<file path="config.mk">
export PLATFORM = sky130hd
export DESIGN_NAME = sfp_reduce
export DESIGN_NICKNAME = d
export VERILOG_FILES = /design/src/hw/rtl/sfp_pkg.sv /design/src/hw/rtl/sfp_reduce.sv
export SDC_FILE = /design/constraint.sdc
export NUM_CORES = 2
export LEC_CHECK = 0
export BUFFER_PORTS_ARGS = -buffer_cell sky130_fd_sc_hd__buf_4
export CELL_PAD_IN_SITES_DETAIL_PLACEMENT = 0
export CELL_PAD_IN_SITES_GLOBAL_PLACEMENT = 2
export CORE_UTILIZATION = 35
export DETAILED_ROUTE_END_ITERATION = 10
export PLACE_DENSITY = 0.69
export SETUP_SLACK_MARGIN = 0.05
export SLEW_MARGIN = 20
export SYNTH_ARGS = -nofsm -noshare
export SYNTH_HDL_FRONTEND = slang
export SYNTH_SLANG_ARGS = --single-unit
</file>
<file path="constraint.sdc">
create_clock -name i_clk -period 16.97 [get_ports i_clk]
set_clock_uncertainty 0.2 [all_clocks]
set_input_delay 0.8485 -clock i_clk [delete_from_list [all_inputs] [get_ports i_clk]]
set_output_delay 0.8485 -clock i_clk [all_outputs]
set_load 0.005 [all_outputs]
</file>
<file path="src/hw/rtl/sfp_pkg.sv">
package sfp_pkg;

    localparam int ANGLE_W              = 32;
    localparam int SINE_W               = 32;
    localparam int ANGLE_FRAC_BITS_DEF  = 20;
    localparam int RESULT_FRAC_BITS_DEF = 30;

    // 1/pi in Q32 and pi in Q60, pi split into two 31-bit halves
    localparam logic [30:0] INVPI_Q32 = 31'h517C_C1B7;
    localparam logic [63:0] PI_Q60    = 64'h3243_F6A8_885A_308D;
    localparam int          PI_SPLIT  = 31;
    localparam logic [30:0] PI_LO     = PI_Q60[30:0];
    localparam logic [30:0] PI_HI     = PI_Q60[61:31];

    // Reduced angle magnitude in Q31, squared angle, polynomial value
    localparam int F_W  = 32;
    localparam int Z_W  = 34;
    localparam int P_W  = 34;
    localparam int PM_W = 32;
    localparam int MP_W = Z_W + P_W;
    localparam int S_W  = 33;

    localparam int HORNER_STEPS = 4;

    typedef logic signed [P_W-1:0] t_coef;

    localparam t_coef C9 = 34'sd5588;
    localparam t_coef HORNER_C [HORNER_STEPS] = '{
        -34'sd425361,
        34'sd17895036,
        -34'sd357913728,
        34'sd2147483648
    };

    typedef struct packed {
        logic vld;
        logic neg;
    } t_ctrl;

    localparam int RED_STAGES  = 7;
    localparam int POLY_STAGES = 2 * (HORNER_STEPS + 1);
    localparam int RND_STAGES  = 2;
    localparam int LATENCY     = RED_STAGES + POLY_STAGES + RND_STAGES;

endpackage

</file>
<file path="src/hw/rtl/sfp_reduce.sv">
module sfp_reduce #(
    parameter int ANGLE_FRAC_BITS = sfp_pkg::ANGLE_FRAC_BITS_DEF
) (
    input  logic                              i_clk,
    input  logic                              i_rst_n,
    input  logic                              i_vld,
    input  logic signed [sfp_pkg::ANGLE_W-1:0] i_angle,
    output sfp_pkg::t_ctrl                    o_ctrl,
    output logic [sfp_pkg::F_W-1:0]           o_f
);

    localparam int N_W     = sfp_pkg::ANGLE_W - ANGLE_FRAC_BITS;
    localparam int PP_W    = N_W + sfp_pkg::PI_SPLIT;
    localparam int RND_POS = ANGLE_FRAC_BITS + 31;
    localparam int M_SH    = 60 - ANGLE_FRAC_BITS;
    localparam int ST      = sfp_pkg::RED_STAGES;

    logic [ST-1:0] r_vld;

    logic [31:0]     r1_mag;
    logic            r1_sgn;
    logic [62:0]     r2_prod;
    logic [31:0]     r2_mag;
    logic            r2_sgn;
    logic [N_W-1:0]  r3_quo;
    logic [31:0]     r3_mag;
    logic            r3_flip;
    logic [PP_W-1:0] r4_pphi;
    logic [PP_W-1:0] r4_pplo;
    logic [31:0]     r4_mag;
    logic            r4_flip;
    logic [63:0]     r5_pp;
    logic [63:0]     r5_msh;
    logic            r5_flip;
    logic [63:0]     r6_fabs;
    logic            r6_neg;
    logic [sfp_pkg::F_W-1:0] r7_f;
    logic            r7_neg;

    logic [31:0]     n_mag;
    logic [62:0]     n_prod;
    logic [63:0]     n_rnd;
    logic [N_W-1:0]  n_quo;
    logic [PP_W-1:0] n_pphi;
    logic [PP_W-1:0] n_pplo;
    logic [63:0]     n_pp;
    logic [63:0]     n_msh;
    logic [63:0]     n_dpos;
    logic [63:0]     n_dneg;
    logic            n_fneg;
    logic [63:0]     n_fsum;

    always_comb begin
        n_mag  = i_angle[sfp_pkg::ANGLE_W-1] ? 32'(-i_angle) : 32'(i_angle);
        n_prod = 63'(r1_mag) * 63'(sfp_pkg::INVPI_Q32);
        n_rnd  = {1'b0, r2_prod} + (64'd1 << RND_POS);
        n_quo  = n_rnd[63 -: N_W];
        n_pphi = PP_W'(r3_quo) * PP_W'(sfp_pkg::PI_HI);
        n_pplo = PP_W'(r3_quo) * PP_W'(sfp_pkg::PI_LO);
        n_pp   = (64'(r4_pphi) << sfp_pkg::PI_SPLIT) + 64'(r4_pplo);
        n_msh  = 64'(r4_mag) << M_SH;
        n_dpos = r5_msh - r5_pp;
        n_dneg = r5_pp - r5_msh;
        n_fneg = n_dpos[63];
        n_fsum = r6_fabs + (64'd1 << 28);
    end

    always_ff @(posedge i_clk) begin
        if (!i_rst_n) begin
            r_vld <= '0;
        end else begin
            r_vld <= {r_vld[ST-2:0], i_vld};
        end
    end

    always_ff @(posedge i_clk) begin
        r1_mag  <= n_mag;
        r1_sgn  <= i_angle[sfp_pkg::ANGLE_W-1];
        r2_prod <= n_prod;
        r2_mag  <= r1_mag;
        r2_sgn  <= r1_sgn;
        r3_quo  <= n_quo;
        r3_mag  <= r2_mag;
        r3_flip <= r2_sgn ^ n_quo[0];
        r4_pphi <= n_pphi;
        r4_pplo <= n_pplo;
        r4_mag  <= r3_mag;
        r4_flip <= r3_flip;
        r5_pp   <= n_pp;
        r5_msh  <= n_msh;
        r5_flip <= r4_flip;
        r6_fabs <= n_fneg ? n_dneg : n_dpos;
        r6_neg  <= r5_flip ^ n_fneg;
        r7_f    <= n_fsum[60:29];
        r7_neg  <= r6_neg;
    end

    assign o_ctrl = '{vld: r_vld[ST-1], neg: r7_neg};
    assign o_f    = r7_f;

endmodule

</file>
Word-level counts from Yosys, hierarchy flattened
Cells that the tools add are included.
{"block": "op_classes", "addsub": 6, "multipliers": 3, "n_mux": 2, "bitwise": 2}
{"operator": "adder 63 x 52 -> 64 bit (second input constant)", "count": 1}
{"operator": "adder 64 x 40 -> 64 bit", "count": 1}
{"operator": "subtractor 64 bit", "count": 1}
{"operator": "multiplier 32 x 31 -> 63 bit (second input constant)", "count": 1}
{"operator": "adder 61 x 29 -> 61 bit (second input constant)", "count": 1}
{"operator": "two-way mux 61 bit", "count": 1}
{"operator": "subtractor 61 bit", "count": 1}
{"operator": "multiplier 12 x 28 -> 40 bit (second input constant)", "count": 1}
{"operator": "multiplier 12 x 31 -> 33 bit (second input constant)", "count": 1}
{"operator": "negation 32 bit", "count": 1}
{"operator": "two-way mux 31 bit", "count": 1}
{"operator": "bitwise XOR 1 bit", "count": 2}
{"block": "word_totals", "ff_bits": 447, "in_bits": 35, "out_inout_bits": 34, "wordCells": 34}

Depth between registers and ports, before layout
{"block": "logic_depth", "depth_word": 2, "ltp_mapped": 25, "ltp_nobuf": 25}

Worst setup path before layout
No wires, ideal clock.
{"block": "synth_path", "kind": "flip-flop to flip-flop", "startpoint": "register r1_mag[9]", "endpoint": "register r2_prod[62]", "setup_time_ns": 0.072, "arrival_time_ns": 6.719, "t_required_ns": 16.698, "setup_slack_ns": 9.979, "stages_incl_launch_ff": 24, "period_less_slack_ns": 6.991, "cell_sequence": "dfxtp_1 -> inv_1 -> fa_1 -> fa_1 -> fa_1 -> inv_1 -> fa_1 -> fa_1 -> fa_1 -> fa_1 -> inv_1 -> fa_1 -> inv_1 -> ha_1 -> a21o_1 -> a21oi_1 -> nor2b_1 -> o21ai_0 -> nor4bb_1 -> nand4_1 -> a31oi_1 -> o221ai_1 -> a21oi_1 -> xnor2_1"}
{"block": "synth_between", "elab_chain_len": 1}
{"item": "start, declared", "line_no": "sfp_reduce.sv:20", "rtl": "logic [31:0] r1_mag;"}
{"item": "start signal, assigned", "line_no": "sfp_reduce.sv:77", "rtl": "r1_mag <= n_mag;"}
{"item": "multiplier 32 x 31 -> 63 bit", "line_no": "sfp_reduce.sv:55", "rtl": "n_prod = 63'(r1_mag) * 63'(sfp_pkg::INVPI_Q32);"}
{"item": "via n_prod[62]", "line_no": "sfp_reduce.sv:41", "rtl": "logic [62:0] n_prod;"}
{"item": "end signal, assigned", "line_no": "sfp_reduce.sv:79", "rtl": "r2_prod <= n_prod;"}
{"item": "end, declared", "line_no": "sfp_reduce.sv:22", "rtl": "logic [62:0] r2_prod;"}
The timed path passes the listed nets, and every way through them passes these cells.
A chain may end at the register's enable or synchronous reset.

Worst setup path after layout
{"block": "layout_path", "startpoint": "register r1_mag[5]", "endpoint": "register r2_prod[62]"}
Same word-level chain as after synthesis.

==> impl_metrics.env <==
export IMPL_drtPass1Iterations=5
export IMPL_area_of_the_multi_input_gates_um2=25400
export IMPL_gpl_final_weighted_congestion=0.862
export IMPL_kind_of_critical_path="reg -> reg"
export IMPL_grt_setup_unrepaired="no"
export IMPL_pre_cts_slack_ps=8870
export IMPL_critPathTopFamily="adder cells"
export IMPL_cts_hold_buffers_added=0
export IMPL_final_setup_worst_slack_ps=8960
export IMPL_synth_edff_count=0
export IMPL_clk_pin_slew_ps=60
export IMPL_post_synthesis_cell_type_with_the_largest_combined_area="fa_1"
export IMPL_clk_latency_ps=620
export IMPL_finish_net_count=4806
export IMPL_post_synth_most_frequent_cells="inv_1, ha_1, fa_1"
export IMPL_max_cap_violation_count=0
export IMPL_floorplan_initialDensity_pct=35.5
export IMPL_share_of_final_layout_standard_cells_stronger_than_drive_strength_1_pct=4.70
export IMPL_fp_dieW_um=325
export IMPL_number_of_buffers_on_the_longest_clock_path=3
export IMPL_grt_pass1_vias=24800
export IMPL_drv_slew=0
export IMPL_num_rows=117
export IMPL_antenna_found_initial=1
export IMPL_postRouteWirelength_um=88800
export IMPL_min_tclk_post_route_ps=8010
export IMPL_clock_fmax_ghz=0.125
export IMPL_dp_hpwl_um=77400
export IMPL_cts_sinks=366
export IMPL_yosysTopAreaCellShare_pct=31.3
export IMPL_worstReg2RegEnd="r2_prod[62]"
export IMPL_tritoncts_num_buffers=44
export IMPL_hp_start="r3_flip"
export IMPL_grt_start_max_net_pins=36
export IMPL_worst_slew_margin_rel_pct=36.5
export IMPL_ys_warn_count=0
export IMPL_fin_tns_setup_ps=0
export IMPL_worst_r2r_cell_count=23
export IMPL_fillers=10300
export IMPL_postSynth_asyncResetShare_pct=0
export IMPL_netlist_cell_type_count=65
export IMPL_critical_path_cell_sequence="inv_1 > fa_1 > fa_1 > fa_1 > fa_1 > inv_1 > fa_1 > fa_1 > fa_1 > inv_1 > fa_1 > inv_1 > ha_1 > a21o_1 > a21oi_1 > nor2b_1 > o21ai_0 > nor4bb_1 > nand4_1 > a31oi_1 > o221ai_1 > a21oi_1 > xnor2_1"
export IMPL_synth_main_ff_cell="dfxtp_1"
export IMPL_sequential_area_share_after_synthesis_pct=20.1
export IMPL_htree_num_levels=2
export IMPL_io_buffer_count=68
export IMPL_worst_hold_path_endpoint="r4_flip"
export IMPL_endpoint_kind="register"
export IMPL_cts_tree="built"
export IMPL_grt_pass1_wl_um=142000
export IMPL_area_sequential_um2=7330
export IMPL_worst_path_max_fanout=8
export IMPL_hold_path_class="reg -> reg"
export IMPL_crit_buf_inv=4
export IMPL_cts_resized=0
export IMPL_r2r_start="r1_mag[5]"
export IMPL_cp_data_required_time_ps=17290
export IMPL_vias=22700
export IMPL_core_um2=102000
export IMPL_ff2ff_setup_slack_ps=8960
export IMPL_timing_critical_path_from_type="register"
export IMPL_dieArea_um2=105000
export IMPL_tightestPinTransition_ps=948
export IMPL_path_common_cell="fa_1"
export IMPL_post_synthesis_instance_area_um2=36400
export IMPL_wire_per_inst_um=17.7
export IMPL_critical_path_max_stage_delay_ps=810
export IMPL_synthMostInstantiatedCell="inv_1"
export IMPL_postSynthNetCount=4702
export IMPL_boundaryPins=69
export IMPL_timing_critical_path_arrival_ps=8340
export IMPL_drc_errors=0
export IMPL_worstHoldPathCells=0
export IMPL_cts_root_buf="clkbuf_16"
export IMPL_layout_area_overhead_vs_synth_pct=10.5
export IMPL_setup_viol_count_final=0
export IMPL_dieHeight_um=325
export IMPL_post_cts_repair_setup_buffers=0
export IMPL_finalCritPeriodShare_pct=47.2
export IMPL_initialDrtViolationCount=870
export IMPL_residual_overflow_from_global_routing=0
export IMPL_synth_top_cells_by_area="fa_1, ha_1, dfxtp_1, inv_1, xnor2_1"
export IMPL_critical_path_slowest_cell="dfxtp_1"
export IMPL_grtUsageTotal_pct=17.5
export IMPL_routed_via_density=4.54
export IMPL_number_of_inserted_diodes=0
export IMPL_final_hold_violation_count=0
export IMPL_synth_ff_latch_count=366
export IMPL_result_of_the_run="completed"
export IMPL_synth_cells=3495
export IMPL_synth_area_per_cell_um2=10.4
export IMPL_detail_route_antenna_nets=0
[cells by family (layout without fill, tap and decap cells)]
| kind of cell | Yosys count | after routing | share of synthesized area [%] |
|---|---|---|---|
| mux | 23 | 23 | 0.636 |
| xor+xnor | 209 | 209 | 5.05 |
| simple gates | 382 | 382 | 5.44 |
| flops | 366 | 366 | 20.1 |
| compound gates | 370 | 370 | 6.65 |
| fa+ha+maj | 1172 | 1172 | 52.0 |
| buf+inv | 973 | 1113 | 10.1 |
[worst max-delay path by stage]
stage / startpoint / cells past startpoint / to
detailed placement: r1_mag[5] / 23 / r2_prod[62]
global route: r1_mag[6] / 23 / r2_prod[62]
CTS: r1_mag[5] / 23 / r2_prod[62]
floorplan: r1_mag[9] / 23 / r2_prod[62]
finish: r1_mag[5] / 23 / r2_prod[62]
global placement: r1_mag[5] / 23 / r2_prod[62]
[sequential cells by signal, summed over array words and instances (netlist names)]
register,cells
r1_mag,32
r4_flip,1
r5_flip,1
r1_sgn,1
r6_fabs,33
r4_pphi,33
r4_mag,24
r4_pplo,38
r5_msh,24
r_vld,7
r2_mag,24
r2_prod,12
r3_quo,12
r5_pp,64
r3_mag,24
r3_flip,1
r6_neg,1
r7_neg,1
r2_sgn,1
o_f,32
[cells in the final DEF (no fill, tap or decap), drive strengths merged, types with 6 or more instances in the layout]
| cell type | n |
|---|---|
| inv | 954 |
| ha | 603 |
| fa | 569 |
| dfxtp | 366 |
| xnor2 | 160 |
| a21oi | 108 |
| a21o | 93 |
| nand2 | 90 |
| buf | 80 |
| nor2 | 66 |
| o21ai | 60 |
| clkbuf | 56 |
| xor2 | 49 |
| nand3 | 48 |
| and3 | 33 |
| nor3 | 23 |
| mux2i | 22 |
| nand4 | 21 |
| nor4 | 17 |
| and2 | 16 |
| nand2b | 15 |
| nor2b | 14 |
| a31oi | 14 |
| o31ai | 14 |
| clkinv | 13 |
| o21bai | 12 |
| o211ai | 11 |
| or3 | 10 |
| a211oi | 9 |
| a221oi | 8 |
| and4 | 7 |
| o21a | 7 |
| or4 | 7 |
| bufinv | 6 |
[per-layer routing]
layer	global-route usage [%]	up-vias	share of wire (%)
met5	0	-	0
met4	3.75	0	2.0
met3	1.81	88	2.7
met2	29.7	264	48
met1	23.9	11200	47
li1	-	11200	-
[area by class of cell]
| cell class | instances | share of cell area [%] |
|---|---|---|
| Multi-Input combinational cell | 2156 | 63.2 |
| Sequential cell | 366 | 18.2 |
| Inverter | 951 | 8.87 |
| Tap cell | 1368 | 4.25 |
| Clock buffer | 56 | 3.05 |
| Timing Repair Buffer | 80 | 1.49 |
| Clock inverter | 26 | 0.952 |
[metrics by stage]
stage	util, %	instances	hold slack [ps]	area [um^2]
after detailed placement	37.7	4921	112	38600
after CTS	39.3	5003	104	40200
after floorplan	-	3495	110	36400
after global routing	39.3	5003	118	40200
final	39.3	5003	99.9	40200
after global placement	37.7	4921	111	38600
Power is not shown: default switching activity piles up to over one toggle a cycle in this logic, so the estimate is an artifact.
