File: src/hw/rtl/sfp_pkg.sv
package sfp_pkg;

    localparam int ANGLE_W              = 32;
    localparam int SINE_W               = 32;
    localparam int ANGLE_FRAC_BITS_DEF  = 20;
    localparam int RESULT_FRAC_BITS_DEF = 30;

    // 1/pi in Q32 and pi in Q60, pi split into two 31-bit halves
    localparam logic [30:0] INVPI_Q32 = 31'h517C_C1B7;
    localparam logic [63:0] PI_Q60    = 64'h3243_F6A8_885A_308D;
    localparam int          PI_SPLIT  = 31;
    localparam logic [30:0] PI_LO     = PI_Q60[30:0];
    localparam logic [30:0] PI_HI     = PI_Q60[61:31];

    // Reduced angle magnitude in Q31, squared angle, polynomial value
    localparam int F_W  = 32;
    localparam int Z_W  = 34;
    localparam int P_W  = 34;
    localparam int PM_W = 32;
    localparam int MP_W = Z_W + P_W;
    localparam int S_W  = 33;

    localparam int HORNER_STEPS = 4;

    typedef logic signed [P_W-1:0] t_coef;

    localparam t_coef C9 = 34'sd5588;
    localparam t_coef HORNER_C [HORNER_STEPS] = '{
        -34'sd425361,
        34'sd17895036,
        -34'sd357913728,
        34'sd2147483648
    };

    typedef struct packed {
        logic vld;
        logic neg;
    } t_ctrl;

    localparam int RED_STAGES  = 7;
    localparam int POLY_STAGES = 2 * (HORNER_STEPS + 1);
    localparam int RND_STAGES  = 2;
    localparam int LATENCY     = RED_STAGES + POLY_STAGES + RND_STAGES;

endpackage

File: src/hw/rtl/sfp_round.sv
module sfp_round #(
    parameter int RESULT_FRAC_BITS = sfp_pkg::RESULT_FRAC_BITS_DEF
) (
    input  logic                                i_clk,
    input  logic                                i_rst_n,
    input  sfp_pkg::t_ctrl                      i_ctrl,
    input  logic [sfp_pkg::S_W-1:0]             i_s,
    output logic                                o_valid,
    output logic signed [sfp_pkg::SINE_W-1:0]   o_sine
);

    localparam int SINE_W = sfp_pkg::SINE_W;
    localparam int SUM_W  = sfp_pkg::S_W + 1;
    localparam int R_SH   = 31 - RESULT_FRAC_BITS;
    localparam int R_W    = SUM_W - R_SH;
    localparam logic [R_W-1:0] ONE = R_W'(1) << RESULT_FRAC_BITS;

    logic [R_W-1:0]             r_r;
    sfp_pkg::t_ctrl             r_c1;
    logic                       r_vld;
    logic signed [SINE_W-1:0]   r_sine;

    logic [SUM_W-1:0]           n_rsum;
    logic [R_W-1:0]             n_mag;
    logic signed [SINE_W-1:0]   n_ext;
    logic signed [SINE_W-1:0]   n_sine;

    always_comb begin
        n_rsum = SUM_W'(i_s) + (SUM_W'(1) << (30 - RESULT_FRAC_BITS));
        n_mag  = (r_r > ONE) ? ONE : r_r;
        n_ext  = $signed(SINE_W'(n_mag));
        n_sine = r_c1.neg ? -n_ext : n_ext;
    end

    always_ff @(posedge i_clk) begin
        if (!i_rst_n) begin
            r_c1  <= '0;
            r_vld <= 1'b0;
        end else begin
            r_c1  <= i_ctrl;
            r_vld <= r_c1.vld;
        end
    end

    always_ff @(posedge i_clk) begin
        r_r    <= n_rsum[SUM_W-1:R_SH];
        r_sine <= n_sine;
    end

    assign o_valid = r_vld;
    assign o_sine  = r_sine;

endmodule

File: config.mk
export PLATFORM = sky130hd
export DESIGN_NAME = sfp_round
export DESIGN_NICKNAME = d
export VERILOG_FILES = /design/src/hw/rtl/sfp_pkg.sv /design/src/hw/rtl/sfp_round.sv
export SDC_FILE = /design/constraint.sdc
export NUM_CORES = 1
export LEC_CHECK = 0
export BUFFER_PORTS_ARGS = -buffer_cell sky130_fd_sc_hd__buf_2
export CAP_MARGIN = 0
export CELL_PAD_IN_SITES_DETAIL_PLACEMENT = 1
export CELL_PAD_IN_SITES_GLOBAL_PLACEMENT = 1
export CORE_MARGIN = 1.5
export CORE_UTILIZATION = 43
export DETAILED_ROUTE_END_ITERATION = 8
export PLACE_DENSITY_LB_ADDON = 0.25
export RECOVER_POWER = 100
export SETUP_SLACK_MARGIN = 0.4
export SLEW_MARGIN = 15
export SYNTH_ARGS = -nofsm -noshare
export SYNTH_HDL_FRONTEND = slang
export SYNTH_SLANG_ARGS = --single-unit
File: constraint.sdc
create_clock -name i_clk -period 6.75 [get_ports i_clk]
set_input_delay 1.35 -clock i_clk [delete_from_list [all_inputs] [get_ports i_clk]]
set_output_delay 1.35 -clock i_clk [all_outputs]
set_load 0.1 [all_outputs]
Yosys cells after proc, flatten, opt, wreduce, memory -nomap -nowiden
Cells that the tools add are included.

word-level totals
  bits in registers = 68
  input port bits = 37
  output and inout port bits = 33
  word-level logic and storage cells = 10

operators by class
  $add $sub $neg = 2
  magnitude comparators = 1
  mux-type cells = 2

operators by type and width
  kind                     count
  $mux W32                 2
  $add A33 B1 Y34 const B  1
  $gt A33 B31 Y1 const B   1
  $neg A32 Y32             1

Depth between registers and ports, before layout
Gate-level depths: netlist (run 1).

  depth in word-level cells = 4
  depth in mapped cells = 12
  depth with buffers taken out = 9

Least setup slack after synthesis (run 1)
OpenSTA, ideal clock, no wires.

  kind = register -> register
  start point = register r_r[2]
  end point = register r_sine[10], in the netlist o_sine[10]
  setup time = 91 ps
  arrival = 3214 ps
  data required time = 6659 ps
  path slack = 3445 ps
  cell stages (with the launch flop) = 12
  buffers on the path = 2
  period minus slack after synthesis = 3305 ps
  cells stage by stage = dfxtp_1 or4_4 or4_1 buf_6 o41ai_4 buf_6 nand2_1 ha_1 nor2_1 nor2_1 o21a_1 a311oi_1

between the ends
  word-level cells in the longest chain between the ends = 4

RTL lines
  what                    line             RTL
  from (decl)             sfp_round.sv:18  logic [R_W-1:0] r_r;
  from (signal assigned)  sfp_round.sv:46  r_r <= n_rsum[SUM_W-1:R_SH];
  $gt A33 B31 Y1          sfp_round.sv:30  n_mag = (r_r > ONE) ? ONE : r_r;
  $mux W32 (*)            sfp_round.sv:30
  $neg A32 Y32            sfp_round.sv:32  n_sine = r_c1.neg ? -n_ext : n_ext;
  $mux W32 (*)            sfp_round.sv:32
  net n_sine[10]          sfp_round.sv:26  logic signed [SINE_W-1:0] n_sine;
  to (signal assigned)    sfp_round.sv:47  r_sine <= n_sine;
  to (decl)               sfp_round.sv:21  logic signed [SINE_W-1:0] r_sine;

The timed path passes the listed nets; every way through them passes the cells marked *.
A chain may end at the register's enable or synchronous reset.

Final worst setup path (run 1)
  start point = register r_r[8]
  end point = register r_sine[24], in the netlist o_sine[24]

Same word-level chain as after synthesis.

==> impl_metrics.yaml, run 1 <==
floorplanning:
  die_w_um: 87.6
  die_area_um2: 7680
  rows: 30
  fp.dieH_um: 87.6
  initial_core_util_pct: 44.8
  ios: 70
  core_area_um2: 6870
flow_run:
  max-cap-violations: 0
routing:
  wl_per_cell_um: 16.2
  num_vias: 2721
  drtPass1Iterations: 4
  dr.first_iter.drc_count: 187
  drc: 0
  totalWireLength_um: 8100
  vias_per_cell: 5.44
  ant_nets: 0
clocking:
  numClockSinks: 68
  max-clock-path-buffers: 2
  path_clk_slew_ns: 0.07
  numCtsBuffers: 9
  root_buffer: "clkbuf_8"
  ctsHtreeMaxLevel: 3
  cts_tree: "yes"
  cts_resized: 0
  postCtsSetupBuffers: 0
  cts_hold_buf: 0
  insertion_delay_ns: 0.34
layout:
  fillCellCount: 837
  layout.nets: 438
  final_area_um2: 3610
  utilization_pct: 52.6
  finalNonFillerCells: 500
  drive_gt1_share_pct: 14.4
  diodes: 0
  area_growth_pct: 17.2
timing:
  fin_ws_ns: 2.26
  setup_violations: 0
  finalMaxSlewViolations: 0
  finalHoldViolCount: 0
  slew_headroom_pct: 21.8
  finalSetupTns_ns: 0
  fin_skew_ns: 0.00896
  timing.final.crit_share_pct: 66.5
  rsz0062_at_grt: "no"
  tightest_slew_ns: 1.18
  clock.fmax_mhz: 223
  whs_ns: 0.448
  fin_crit_ns: 4.49
yosys:
  yosysMostFrequentCell: "dfxtp_1"
  synth_edf_count: 0
  synthArstFlopShare_pct: 0
  avgSynthCellArea_um2: 9.28
  ys_top_cells_by_count: "dfxtp_1 (68), nor2_1 (31), xor2_1 (24)"
  yosys_warnings: 0
  ys_seq_area_share_pct: 44.2
  yosysTopAreaCell: "dfxtp_1"
  syn_inst: 332
  synth.top_cell.area_share_pct: 44.2
  synth_flop_cell: "dfxtp_1"
  syn-num-nets: 371
  ys_types: 46
  synth-seq-cells: 68
  synth_area_leaders: "dfxtp_1 (44%), xor2_1 (6.8%), xnor2_1 (6.5%), nor2_1 (3.8%), nand2_1 (2.8%)"
  netlist_area_um2: 3080
power:
  intPower_mw: 0.637
  finalPower_mw: 0.959
  pwr-share-seq_pct: 46.4
  vdd_ir_drop_max_uv: 107
  leakage_nw: 1.35
  p_clk_share_pct: 33.7
  power_density_nw_per_um2: 266
  netSwitchingPower_mw: 0.321
  switching_share_pct: 33.5
  p_comb_share_pct: 20.0
global_routing:
  gr-usage-all-layers_pct: 22.6
  overflow: 0
  grt_pass1_vias: 2640
  grt_max_degree: 30
  antenna_found_initial: 0
  grt_pass1_wl_um: 13300
worst_setup_path:
  reg2reg_depth: 8
  critPathKind: "reg -> reg"
  path_max_fanout: 15
  cp_data_arrival_time_ns: 4.73
  cp.required_ns: 6.99
  crit_path_end_kind: "flip-flop"
  crit_path_start_kind: "flip-flop"
worst_hold_path:
  hp-class: "reg -> reg"
  min_path_cells: 1
placed_design:
  gp_congestion: 0.933
  place_inst: 484
  placed_area_um2: 3470
  port_buffers: 69
  hpwlAfterDp_um: 6250
  pre_cts_ws_ns: 2.40
outcome:
  status: "finished clean"
[critical path, cell delays in order, from the launching register on]
cell      delay [ns]
dfxtp_1         0.37
or4_1           0.67
or4_1           0.65
o41ai_4         0.76
nand2_1         0.18
ha_1            0.42
nor2_1          0.69
nor2_1          0.31
a211oi_1        0.31
[layer usage]
layer	vias up	track usage, %	part of all wire (%)
met5	-	0	0
met3	13	4.90	6.0
met1	1263	29.2	45
met2	103	37.1	47
met4	0	8.37	2.4
li1	1342	-	-
[registers in the layout (all words and copies together) (netlist names)]
signal / count
r_r: 33
o_sine: 32
o_valid: 1
r_c1: 2
[cell usage in the layout, fill, tap and decap left out, types with 8 or more instances in the layout]
master / n
buf_2: 34
a21oi_1: 10
nand2_1: 23
nor2_1: 32
clkbuf_1: 36
nor3_1: 13
dfxtp_1: 68
clkbuf_8: 9
xor2_1: 24
or4_1: 8
nand3_1: 13
xnor2_1: 23
[final cells by class]
| cell class | count | area [um^2] | area share [%] |
|---|---|---|---|
| multi-input combinational | 245 | 1610 | 44.6 |
| sequential | 68 | 1360 | 37.7 |
| timing repair buffer | 70 | 309 | 8.56 |
| clock buffer | 10 | 128 | 3.54 |
| tap | 96 | 120 | 3.33 |
| clock inverter | 6 | 63.8 | 1.77 |
| inverter | 5 | 18.8 | 0.520 |
[power groups by stage]
stage	combinational (mW)	clock, mW	sequential (mW)
5_1_grt	0.203	0.347	0.447
3_5_place_dp	0.196	0	0.453
4_1_cts	0.197	0.330	0.444
6_report	0.191	0.323	0.444
2_1_floorplan	0.0585	0	0.542
3_3_place_gp	0.192	0	0.451
[path summary, 6_finish.rpt]
| path | from | slack, ns | to |
|---|---|---|---|
| max | r_r[8] | 2.26 | o_sine[24] |
| max reg2reg | r_r[8] | 2.26 | o_sine[24] |
| min | r_c1[1] | 0.45 | o_valid |
| min reg2reg | r_c1[1] | 0.45 | o_valid |
[kinds of logic after synthesis]
family                     Yosys count  share of synthesized area [%]
and+or+nand+nor                    140                           24.4
AOI/OAI and AO/OA                   56                           13.9
DFF                                 68                           44.2
xor gates and xnor gates            47                           13.4
adders and majority gates            2                          0.812
buffers and inverters               19                           3.33
Note: power is estimated with default switching activity, not from simulation.
==> run 2, diff against run 1 <==
--- a/config.mk
+++ b/config.mk
@@ -5,12 +5,13 @@
 export SDC_FILE = /design/constraint.sdc
 export NUM_CORES = 1
 export LEC_CHECK = 0
+export ABC_AREA = 1
 export BUFFER_PORTS_ARGS = -buffer_cell sky130_fd_sc_hd__buf_2
 export CAP_MARGIN = 0
 export CELL_PAD_IN_SITES_DETAIL_PLACEMENT = 1
 export CELL_PAD_IN_SITES_GLOBAL_PLACEMENT = 1
 export CORE_MARGIN = 1.5
-export CORE_UTILIZATION = 43
+export CORE_UTILIZATION = 36
 export DETAILED_ROUTE_END_ITERATION = 8
 export PLACE_DENSITY_LB_ADDON = 0.25
 export RECOVER_POWER = 100
==> constraint.sdc (replaced) <==
create_clock -name i_clk -period 4.1 [get_ports i_clk]
set_input_delay 0.82 -clock i_clk [delete_from_list [all_inputs] [get_ports i_clk]]
set_output_delay 0.82 -clock i_clk [all_outputs]
set_load 0.1 [all_outputs]
==> run 2 against run 1 <==
Flip-flop and latch count stayed put. Non-clock buffer count grew 1. Count of clock-buffer cells in the layout up 2. Global-route usage shrank 2.1 points. Maximum frequency increased by 40%. Die area rose by 40%. First-iteration DRC count down 17%. Cell count grew 41%. Sequential power increased by 69%. Sequential share of layout area down 5.0 points. Critical endpoint is now o_sine[31]. Largest cell class unchanged.
==> impl_metrics.yaml, run 2 <==
outcome:
  status: "finished clean"
yosys:
  synth_xor_area_share_pct: 10.8
  synth-simple-area-share_pct: 33.2
  synthArstFlopShare_pct: 0
  synth.top_cell.area_share_pct: 37.3
  syn_inst: 497
  yosysTopAreaCell: "dfxtp_1"
  synthAdderAreaFrac_pct: 0.686
  ys_types: 39
  syn-num-nets: 536
  synthMuxAreaShare_pct: 0
  synth_flop_cell: "dfxtp_1"
  synth-seq-cells: 68
  synth_area_leaders: "dfxtp_1 (37%), nand2_1 (15%), xor2_1 (7.2%), inv_1 (5.1%), nor2_1 (4.9%)"
  avgSynthCellArea_um2: 7.34
  synth_top_family_by_area: "simple AND/OR/NAND/NOR gates"
  ys_seq_area_share_pct: 37.3
  synth_edf_count: 0
  yosys_warnings: 0
  ys_top_cells_by_count: "nand2_1 (144), dfxtp_1 (68), inv_1 (50)"
  netlist_area_um2: 3650
  yosysMostFrequentCell: "nand2_1"
  synth_compound_area_share_pct: 9.74
worst_setup_path:
  slowest_stage: "nand2_1"
  cp.required_ns: 4.32
  cp_data_arrival_time_ns: 3.42
  max_stage_delay_ns: 0.59
  path_max_fanout: 34
  crit_path_start_kind: "flip-flop"
  path_buf_inv: 2
  cp_common_cell: "nand2_1"
  crit_path_end_kind: "flip-flop"
  path_cells: "clkinv_1 > nand2_1 > nor2_1 > nand2_1 > nor2_1 > nand3_2 > nand2_1 > buf_4 > o31ai_1 > nand2_1 > nor4_1 > o21ai_0"
  crit_family: "simple AND/OR/NAND/NOR gates"
  critPathKind: "reg -> reg"
routing:
  dr.first_iter.drc_count: 155
  drc: 0
  drtPass1Iterations: 4
  num_vias: 3420
  wl_per_cell_um: 14.9
  vias_per_cell: 4.84
  totalWireLength_um: 10600
  ant_nets: 0
layout:
  final_area_um2: 4160
  fillCellCount: 1315
  drive_gt1_share_pct: 12.4
  largest_reg_flops: 33
  diodes: 0
  multiInputGateArea_um2: 1910
  area_growth_pct: 14.1
  seqCellArea_um2: 1360
  final_common_cell: "nand2_1"
  final_cell_mix: "nand2_1 (148), dfxtp_1 (68), nor2_1 (53)"
  layout.nets: 608
  utilization_pct: 42.4
  regMostFlops: "r_r"
clocking:
  path_clk_slew_ns: 0.07
  cts_resized: 0
  insertion_delay_ns: 0.35
  numCtsBuffers: 9
  postCtsSetupBuffers: 0
  root_buffer: "clkbuf_8"
  cts_hold_buf: 0
  max-clock-path-buffers: 2
  numClockSinks: 68
  cts_tree: "yes"
  ctsHtreeMaxLevel: 3
floorplanning:
  ios: 70
  rows: 36
  initial_core_util_pct: 37.2
  die_area_um2: 10700
  fp.dieH_um: 104
  die_w_um: 104
  core_area_um2: 9820
worst_hold_path:
  hp-class: "reg -> reg"
timing:
  slew_headroom_pct: 21.5
  finalMaxSlewViolations: 0
  fin_crit_ns: 3.20
  finalHoldViolCount: 0
  fin_ws_ns: 0.896
  timing.final.crit_share_pct: 78.1
  clock.fmax_mhz: 312
  fin_skew_ns: 0.00814
  setup_violations: 0
  rsz0062_at_grt: "no"
  finalSetupTns_ns: 0
  tightest_slew_ns: 1.18
global_routing:
  overflow: 0
  gr-usage-all-layers_pct: 20.5
  grt_max_degree: 39
  antenna_found_initial: 0
  grt_pass1_vias: 3536
  grt_pass1_wl_um: 17500
placed_design:
  pre_cts_ws_ns: 1.50
  gp_congestion: 0.894
  port_buffers: 69
  placed_area_um2: 4080
  hpwlAfterDp_um: 8600
power:
  vdd_ir_drop_max_uv: 137
  power_density_nw_per_um2: 427
  leakage_nw: 1.93
  finalPower_mw: 1.78
flow_run:
  max-cap-violations: 0
run 2: cell types whose count changed after synthesis, sizes merged, moves of 7 or more:
cell / before / now
nand2: 23 / 153
inv: 5 / 55
nor2: 32 / 56
o21ai: 7 / 26
nand3: 13 / 29
a21oi: 10 / 1
xnor2: 23 / 15
a311oi: 7 / 0
and4: 7 / 0
o41ai: 4 / 11
or3: 7 / 0
or4: 9 / 2
run 2: path summary, 6_finish.rpt:
check                           startpoint    endpoint  slack (ns)  depth (start not counted)
worst max-delay path               r_r[18]  o_sine[31]        0.90                         12
worst max register to register     r_r[18]  o_sine[31]        0.90                         12
worst min register to register     r_c1[1]     o_valid        0.43                          2
worst min-delay path               r_c1[1]     o_valid        0.43                          2
run 2: through the flow:
step / std cells / hold slack, ns
floorplan: 497 / 0.390
global placement: 691 / 0.402
detailed placement: 691 / 0.428
CTS: 707 / 0.440
global route: 707 / 0.454
finish: 707 / 0.433
run 2: cells by family after synthesis:
family                     count (synthesis)
AOI/OAI and AO/OA                         47
xor gates and xnor gates                  45
adders and majority gates                  2
buffers and inverters                     65
DFF                                       68
and+or+nand+nor                          270
run 2: layout make-up:
type | count | area share (%)
Clock buffer | 12 | 3.73
Clock inverter | 4 | 1.14
Inverter | 55 | 4.96
Multi-Input combinational cell | 364 | 45.9
Sequential cell | 68 | 32.7
Tap cell | 133 | 4.00
Timing Repair Buffer | 71 | 7.61
run 2: where the power goes:
part / total (mW) / internal (mW) / switching [mW] / leakage, nW
Clock: 0.560 / 0.312 / 0.248 / 0.102
Combinational: 0.465 / 0.0848 / 0.380 / 1.26
Sequential: 0.750 / 0.712 / 0.0373 / 0.570
run 2: per-layer routing:
metal | GRT usage [%] | routed length [um]
met1 | 25.3 | 4910
met2 | 34.7 | 4970
met3 | 4.09 | 449
met4 | 8.93 | 237
met5 | 0 | 0
run 2: worst reg2reg max path, stage by stage (launching register included):
cell	delay (ns)
dfxtp_1	0.46
clkinv_1	0.13
nand2_1	0.07
nor2_1	0.05
nand2_1	0.06
nor2_1	0.07
nand3_2	0.07
nand2_1	0.59
buf_4	0.51
o31ai_1	0.18
nand2_1	0.21
nor4_1	0.52
o21ai_0	0.15
